===== src/rtl/core/toal_pkg.sv =====
`default_nettype none
package toal_pkg;
  typedef enum logic [2:0] {
    CMD_DATA   = 3'd0,
    CMD_MARKER = 3'd1,
    CMD_STABLE = 3'd2,
    CMD_ABORTQ = 3'd3,
    CMD_EVICT  = 3'd4
  } cmd_t;

  typedef enum logic [2:0] {
    ST_OK       = 3'd0,
    ST_NO_OPEN  = 3'd1,
    ST_OPEN_FUL = 3'd2,
    ST_LOG_FUL  = 3'd3,
    ST_NO_MATCH = 3'd4
  } status_t;

  typedef logic [62:0] offset_t;
  typedef logic [31:0] prod_t;
endpackage
`default_nettype wire


===== src/rtl/core/toal_ram.sv =====
`default_nettype none
module toal_ram #(
  parameter int WIDTH = 8,
  parameter int DEPTH = 16,
  parameter int AW    = (DEPTH > 1) ? $clog2(DEPTH) : 1
) (
  input  wire logic             clk,
  input  wire logic             we,
  input  wire logic [AW-1:0]    waddr,
  input  wire logic [WIDTH-1:0] wdata,
  input  wire logic [AW-1:0]    raddr,
  output logic      [WIDTH-1:0] rdata
);
  logic [WIDTH-1:0] mem [DEPTH];

  always_ff @(posedge clk) begin
    if (we) begin
      mem[waddr] <= wdata;
    end
    rdata <= mem[raddr];
  end
endmodule
`default_nettype wire


===== src/rtl/core/txn_open_table_and_abort_log_core.sv =====
`default_nettype none
// Data, marker and stable commands scan the open table; a marker then scans the abort log.
// Evict and aborted queries scan the abort log; unused codes go straight to the result beat.
// An aborted query emits its matching ranges lowest first offset first, or reports no match.
// Throughput: one item at a time; each pass walks a one-read-port RAM one entry per cycle.
// Output register lets the next item start while a result waits; a stalled output holds S_EMIT or S_OUT.
// Reset (rst, synchronous) clears all valid bits and control; RAM contents are not cleared.
module txn_open_table_and_abort_log_core #(
  parameter int OPEN_DEPTH  = 16,
  parameter int ABORT_DEPTH = 16
) (
  input  wire logic                    clk,
  input  wire logic                    rst,
  input  wire logic                    in_valid,
  output logic                         in_ready,
  input  wire logic [2:0]              command,
  input  wire logic [31:0]             producer,
  input  wire logic                    is_abort,
  input  wire logic [62:0]             batch_offset,
  input  wire logic [62:0]             marker_position,
  input  wire logic [62:0]             watermark,
  input  wire logic [62:0]             fetch_start,
  input  wire logic [62:0]             log_begin,
  output logic                         out_valid,
  input  wire logic                    out_ready,
  output logic [2:0]                   status,
  output logic [62:0]                  stable_offset,
  output logic [31:0]                  range_producer,
  output logic [62:0]                  range_first,
  output logic                         last_item
);
  import toal_pkg::*;

  localparam int OAW = (OPEN_DEPTH > 1) ? $clog2(OPEN_DEPTH) : 1;
  localparam int AAW = (ABORT_DEPTH > 1) ? $clog2(ABORT_DEPTH) : 1;
  localparam int OCW = $clog2(OPEN_DEPTH + 1);
  localparam int ACW = $clog2(ABORT_DEPTH + 1);
  localparam int RIW = (OCW > ACW) ? OCW : ACW;
  localparam int MAX_RES = 16;

  typedef enum logic [6:0] {
    S_IDLE  = 7'b0000001,
    S_OSCAN = 7'b0000010,
    S_ASCAN = 7'b0000100,
    S_SORT  = 7'b0001000,
    S_EMIT  = 7'b0010000,
    S_WRITE = 7'b0100000,
    S_OUT   = 7'b1000000
  } state_t;

  state_t state;
  logic [2:0]  cmd;
  prod_t       prod;
  logic        abrt;
  offset_t     boff, mpos, wm, fst, lbeg;

  logic [OPEN_DEPTH-1:0]  open_valid;
  logic [ABORT_DEPTH-1:0] abort_valid;
  logic [ABORT_DEPTH-1:0] done;

  logic [OCW-1:0] ocnt;
  logic [ACW-1:0] acnt;
  logic           rd_pend;
  logic [RIW-1:0] rd_idx;

  // RAM ports
  logic           op_we, of_we, ap_we, af_we, am_we;
  logic [OAW-1:0] o_waddr, o_raddr;
  logic [AAW-1:0] a_waddr, a_raddr;
  prod_t          op_rd, ap_rd, ap_wd;
  offset_t        of_rd, af_rd, am_rd, of_wd, af_wd, am_wd;

  toal_ram #(.WIDTH(32), .DEPTH(OPEN_DEPTH)) u_op (
    .clk(clk), .we(op_we), .waddr(o_waddr), .wdata(prod), .raddr(o_raddr), .rdata(op_rd));
  toal_ram #(.WIDTH(63), .DEPTH(OPEN_DEPTH)) u_of (
    .clk(clk), .we(of_we), .waddr(o_waddr), .wdata(of_wd), .raddr(o_raddr), .rdata(of_rd));
  toal_ram #(.WIDTH(32), .DEPTH(ABORT_DEPTH)) u_ap (
    .clk(clk), .we(ap_we), .waddr(a_waddr), .wdata(ap_wd), .raddr(a_raddr), .rdata(ap_rd));
  toal_ram #(.WIDTH(63), .DEPTH(ABORT_DEPTH)) u_af (
    .clk(clk), .we(af_we), .waddr(a_waddr), .wdata(af_wd), .raddr(a_raddr), .rdata(af_rd));
  toal_ram #(.WIDTH(63), .DEPTH(ABORT_DEPTH)) u_am (
    .clk(clk), .we(am_we), .waddr(a_waddr), .wdata(am_wd), .raddr(a_raddr), .rdata(am_rd));

  // scan results
  logic           hit;
  logic [OAW-1:0] hit_slot;
  offset_t        hit_first;
  logic           ofree_ok, afree_ok;
  logic [OAW-1:0] ofree;
  logic [AAW-1:0] afree;
  offset_t        lso;
  logic [4:0]     nemit, total;
  logic           best_ok;
  logic [AAW-1:0] best;
  offset_t        best_first;
  prod_t          best_prod;
  logic           emit_go;

  logic [OAW-1:0] rd_oslot;
  logic [AAW-1:0] rd_aslot;
  assign rd_oslot = rd_idx[OAW-1:0];
  assign rd_aslot = rd_idx[AAW-1:0];

  assign in_ready = (state == S_IDLE);
  // output register loads a new beat when empty or being drained
  assign emit_go  = (state == S_EMIT || state == S_OUT) && (!out_valid || out_ready);

  always_comb begin
    o_raddr = ocnt[OAW-1:0];
    a_raddr = acnt[AAW-1:0];
    op_we = 1'b0; of_we = 1'b0; ap_we = 1'b0; af_we = 1'b0; am_we = 1'b0;
    o_waddr = ofree; a_waddr = afree;
    of_wd = boff; ap_wd = prod; af_wd = hit_first; am_wd = mpos;
    if (state == S_WRITE) begin
      if (cmd == CMD_DATA && !hit && ofree_ok) begin
        op_we = 1'b1; of_we = 1'b1;
      end
      if (cmd == CMD_MARKER && hit && abrt && afree_ok) begin
        ap_we = 1'b1; af_we = 1'b1; am_we = 1'b1;
      end
    end
  end

  always_ff @(posedge clk) begin
    if (rst) begin
      state       <= S_IDLE;
      open_valid  <= '0;
      abort_valid <= '0;
      out_valid   <= 1'b0;
      rd_pend     <= 1'b0;
    end else begin
      if (emit_go) begin
        out_valid <= 1'b1;
      end else if (out_ready) begin
        out_valid <= 1'b0;
      end
      unique case (state)
        S_IDLE: begin
          if (in_valid && in_ready) begin
            cmd <= command; prod <= producer; abrt <= is_abort;
            boff <= batch_offset; mpos <= marker_position; wm <= watermark;
            fst <= fetch_start; lbeg <= log_begin;
            hit <= 1'b0; ofree_ok <= 1'b0; afree_ok <= 1'b0;
            hit_slot <= '0; ofree <= '0; afree <= '0;
            lso <= watermark; nemit <= '0; total <= '0;
            ocnt <= '0; acnt <= '0; rd_pend <= 1'b0;
            if (command == CMD_DATA || command == CMD_MARKER || command == CMD_STABLE) begin
              state <= S_OSCAN;
            end else if (command == CMD_ABORTQ || command == CMD_EVICT) begin
              state <= S_ASCAN;
            end else begin
              state <= S_OUT;
            end
          end
        end
        S_OSCAN: begin
          if (ocnt != OCW'(OPEN_DEPTH)) ocnt <= ocnt + 1'b1;
          rd_pend <= (ocnt != OCW'(OPEN_DEPTH));
          rd_idx  <= RIW'(ocnt);
          if (rd_pend) begin
            if (!open_valid[rd_oslot] && !ofree_ok) begin
              ofree_ok <= 1'b1; ofree <= rd_oslot;
            end
            if (open_valid[rd_oslot] && op_rd == prod && !hit) begin
              hit <= 1'b1; hit_slot <= rd_oslot; hit_first <= of_rd;
            end
            if (open_valid[rd_oslot] && of_rd < lso) lso <= of_rd;
          end else if (ocnt == OCW'(OPEN_DEPTH)) begin
            acnt <= '0;
            if (cmd == CMD_MARKER) begin
              state <= S_ASCAN;
            end else if (cmd == CMD_DATA) begin
              state <= S_WRITE;
            end else begin
              state <= S_OUT;
            end
          end
        end
        S_ASCAN: begin
          // free slot search, match marking, eviction
          if (acnt != ACW'(ABORT_DEPTH)) acnt <= acnt + 1'b1;
          rd_pend <= (acnt != ACW'(ABORT_DEPTH));
          rd_idx  <= RIW'(acnt);
          if (rd_pend) begin
            if (!abort_valid[rd_aslot] && !afree_ok) begin
              afree_ok <= 1'b1; afree <= rd_aslot;
            end
            done[rd_aslot] <= !(abort_valid[rd_aslot] && am_rd > fst);
            if (abort_valid[rd_aslot] && am_rd > fst && total != 5'(MAX_RES))
              total <= total + 1'b1;
            if (cmd == CMD_EVICT && abort_valid[rd_aslot] && am_rd < lbeg)
              abort_valid[rd_aslot] <= 1'b0;
          end else if (acnt == ACW'(ABORT_DEPTH)) begin
            acnt <= '0;
            best_ok <= 1'b0;
            if (cmd == CMD_MARKER) state <= S_WRITE;
            else if (cmd == CMD_ABORTQ && total != '0) state <= S_SORT;
            else state <= S_OUT;
          end
        end
        S_SORT: begin
          if (acnt != ACW'(ABORT_DEPTH)) acnt <= acnt + 1'b1;
          rd_pend <= (acnt != ACW'(ABORT_DEPTH));
          rd_idx  <= RIW'(acnt);
          if (rd_pend) begin
            if (!done[rd_aslot] && (!best_ok || af_rd < best_first)) begin
              best_ok <= 1'b1; best <= rd_aslot; best_first <= af_rd; best_prod <= ap_rd;
            end
          end else if (acnt == ACW'(ABORT_DEPTH)) begin
            state <= S_EMIT;
          end
        end
        S_EMIT: begin
          if (emit_go) begin
            status         <= ST_OK;
            stable_offset  <= '0;
            range_producer <= best_prod;
            range_first    <= best_first;
            last_item      <= (nemit + 1'b1 == total);
            done[best]     <= 1'b1;
            nemit          <= nemit + 1'b1;
            acnt           <= '0;
            best_ok        <= 1'b0;
            state          <= (nemit + 1'b1 == total) ? S_IDLE : S_SORT;
          end
        end
        S_WRITE: begin
          if (cmd == CMD_DATA && !hit && ofree_ok) open_valid[ofree] <= 1'b1;
          if (cmd == CMD_MARKER && hit && (!abrt || afree_ok))
            open_valid[hit_slot] <= 1'b0;
          if (cmd == CMD_MARKER && hit && abrt && afree_ok) abort_valid[afree] <= 1'b1;
          state <= S_OUT;
        end
        S_OUT: begin
          if (emit_go) begin
            stable_offset  <= (cmd == CMD_STABLE) ? lso : '0;
            range_producer <= '0;
            range_first    <= '0;
            last_item      <= 1'b1;
            case (cmd)
              CMD_DATA:   status <= (!hit && !ofree_ok) ? ST_OPEN_FUL : ST_OK;
              CMD_MARKER: status <= !hit ? ST_NO_OPEN :
                                    (abrt && !afree_ok) ? ST_LOG_FUL : ST_OK;
              CMD_ABORTQ: status <= ST_NO_MATCH;
              default:    status <= ST_OK;
            endcase
            state <= S_IDLE;
          end
        end
        default: state <= S_IDLE;
      endcase
    end
  end
endmodule
`default_nettype wire

===== config.mk =====
export PLATFORM = sky130hd
export DESIGN_NAME = txn_open_table_and_abort_log_core
export DESIGN_NICKNAME = d
export VERILOG_FILES = /design/src/rtl/core/toal_pkg.sv /design/src/rtl/core/toal_ram.sv /design/src/rtl/core/txn_open_table_and_abort_log_core.sv
export SDC_FILE = /design/constraint.sdc
export NUM_CORES = 2
export LEC_CHECK = 0
export CORE_MARGIN = 2
export CORE_UTILIZATION = 65
export CTS_CLUSTER_SIZE = 16
export DETAILED_ROUTE_END_ITERATION = 8
export DONT_BUFFER_PORTS = 1
export PLACE_DENSITY = 0.81
export SYNTH_ARGS = -nofsm -noshare
export SYNTH_HDL_FRONTEND = slang
export SYNTH_SLANG_ARGS = --single-unit

===== constraint.sdc =====
create_clock -name clk -period 28.4 [get_ports clk]
set_clock_uncertainty 0.2 [all_clocks]
set_input_delay 4.26 -clock clk [delete_from_list [all_inputs] [get_ports clk]]
set_output_delay 4.26 -clock clk [all_outputs]
set_load 0.01 [all_outputs]

==> results_dict.tcl <==
set metrics [dict create \
    status "complete, but fails checks" \
    violations "design-rule violations" \
    mappedNetlistNets 9047 \
    grt_start_max_net_pins 162 \
    core-area_mm2 0.291 \
    placed_cells_incl_taps 12100 \
    mappedNetlistArea_mm2 0.190 \
    critical_path.reg2reg.startpoint "state[0]" \
    rsz_0062_raised_after_global_routing "no" \
    grt_antenna_before_repair 81 \
    max_freq_mhz 141 \
    ys_ff_latch 5073 \
    final_cell_mix "edfxtp_1 (4779), mux4_2 (1279), clkbuf_16 (475)" \
    drt-total-wl_um 508000 \
    max-slew-margin-rel_pct 10.6 \
    place.port_buffers 0 \
    num_io_pins 519 \
    detail_route.first_pass.iterations 9 \
    worst-endpoint-arrival_ns 7.49 \
    timing.critical_path.from_type "input port" \
    power_leakage_nw 68.0 \
    drive_gt1_share_pct 24.7 \
    async_reset_ff_share_pct 0 \
    drt-vias-per-instance 7.29 \
    final_gp_congestion 0.899 \
    holdCritStartpoint "u_ap.rdata[31]" \
    num_rows 198 \
    mostFrequentLayoutCell "edfxtp_1" \
    drt_drc_violations_left 16 \
    initial_util_pct 65.4 \
    synth-edff-count 4779 \
    kind_of_end_point_of_the_critical_path "flop" \
    min_period_over_period_pct 25.0 \
    synth.top_cells.by_area "edfxtp_1 (75%), mux4_2 (15%), dfxtp_1 (3.1%), ha_1 (1.7%), clkbuf_1 (0.59%)" \
    setup_tns_final_ns 0 \
    die_width_um 545 \
    setup_violations 0 \
    tritoncts_num_sinks 5073 \
    finalHoldViolations 0 \
    detailedRoute.firstIterationViolations 15500 \
    fp.dieArea_mm2 0.297 \
    postCtsHoldBufs 0 \
    syn_to_final_growth_pct 11.4 \
    critPathLaunch "rst" \
    max-cap-violations 0 \
    clock_path_buffers 4 \
    cts_inserted_buffers 468 \
    powerDensity_mw_per_mm2 83.6 \
    first_global_vias 97000 \
    utilization_pct 72.8 \
    cts_max_level 5 \
    hold_path.class "reg2reg" \
    crit_type "in2reg" \
    totalPowerFinal_w 0.0177 \
    final-max-slew-violation-count 0 \
    cts_resized 0 \
    synth_area_per_cell_um2 22.6 \
    die_y_um 545 \
    min_period_ns 7.09 \
    netlist.top_cell.by_area "edfxtp_1" \
    antenna_violating_nets_post_route 0 \
    finish.cell_count_without_fillers 13100 \
    total_number_of_vias 95500 \
    r2r_setup_slack_ns 22.11 \
    routedWlPerCell_um 38.8 \
    syn_inst 8435 \
    fillCellCount 14400 \
    ctsRootBufferMaster "clkbuf_16" \
    skew_pair_late_insertion_delay_ns 1.02 \
    post_synth_num_cell_types 66 \
    synthFlopType "edfxtp_1" \
    critPathRequiredTime_ns 28.80 \
    number_of_nets_at_the_end_of_the_flow 9329 \
    worstPathMaxFanout 86 \
    vdd_drop_max_v 0.0000826 \
    postCtsSetupRepairBufs 0 \
    post_dp_cell_area_mm2 0.196 \
    path_clk_slew_ns 0.06 \
    timing_worst_slew_pin_value_ns 1.33 \
    synthesis.yosys.warnings 0 \
    synth-seq-area-share_pct 78.5 \
    global_route_wire_length_before_repair_um 716000 \
    synth.top_cell.area_share_pct 75.4 \
    cts_tree "yes" \
    grt_util_all_layers_pct 34.4 \
    grt_overflow 0 \
    final_design_area_no_fill_mm2 0.212 \
    hpwlAfterDp_um 249000 \
]
-- synth_stat cells (all sizes together) (11+ instances only) --
cell and instances:
edfxtp 4779, mux4 1279, clkbuf 298, dfxtp 294, nand2 276, inv 266
ha 257, nor2 181, a21oi 128, nor4 80, o21ai 73, buf 68
nand4 62, nor2b 51, nand3 48, xor2 39, a21o 38, a211oi 26
o31ai 19, nor3 18, o311ai 17, and2 15, nand2b 13, or3 11
-- logic make-up after synthesis --
group,synth area share (%)
adder cells (fa/ha/maj),1.69
AND/OR/NAND/NOR,2.02
buffers and inverters,1.26
multiplexers,15.1
flip-flops,78.5
XOR/XNOR,0.226
AO/OA/AOI/OAI,1.16
-- registers in the layout, summed over array words and instances, names as in the netlist, 512 cells and up --
| name | flops |
|---|---|
| u_ap.mem | 512 |
| u_of.mem | 1008 |
| u_af.mem | 1008 |
| u_am.mem | 1008 |
| u_op.mem | 512 |
-- worst max-delay path, stage by stage --
cell     delay, ns
inv_1         0.49
o211a_4       0.73
buf_4         0.90
buf_4         0.96
-- where the power goes --
part	total, W	internal (W)	switching, W
clock	0.00656	0.00370	0.00286
sequential	0.00895	0.00856	0.000388
combinational	0.00221	0.00103	0.00118
total	0.0177	0.0133	0.00443
-- path summary, 6_finish.rpt --
kind / cells after the start / end
worst max-delay path: 4 / stable_offset[12]
worst min-delay path: 0 / best_prod[31]
worst max register to register: 7 / u_op.mem[15][30]
worst min register to register: 0 / best_prod[31]
-- per-stage QoR --
step                worst slack [ns]  hold slack (ns)
finish                         21.31            0.206
global route                   21.25            0.215
CTS                            21.52            0.209
detailed placement             20.54            0.189
global placement               20.72            0.189
floorplan                      10.64            0.186
-- final cells by class --
type / count / area [um2] / area share, %
diodes: 65 / 163 / 0.0767
clock buffers: 645 / 13200 / 6.24
clock inverters: 244 / 2770 / 1.31
inverters: 267 / 1010 / 0.475
multi-input cells: 2729 / 38900 / 18.4
flip-flops and latches: 5073 / 149000 / 70.5
well taps: 3900 / 4880 / 2.30
repair buffers: 178 / 1610 / 0.759
-- routing by layer --
metal | global-route usage, % | share of wire [%]
met5 | 0 | 0.093
met4 | 17.8 | 6.2
met3 | 8.89 | 12
met2 | 54.9 | 49
met1 | 44.2 | 33
(Power assumes the default switching activity.)
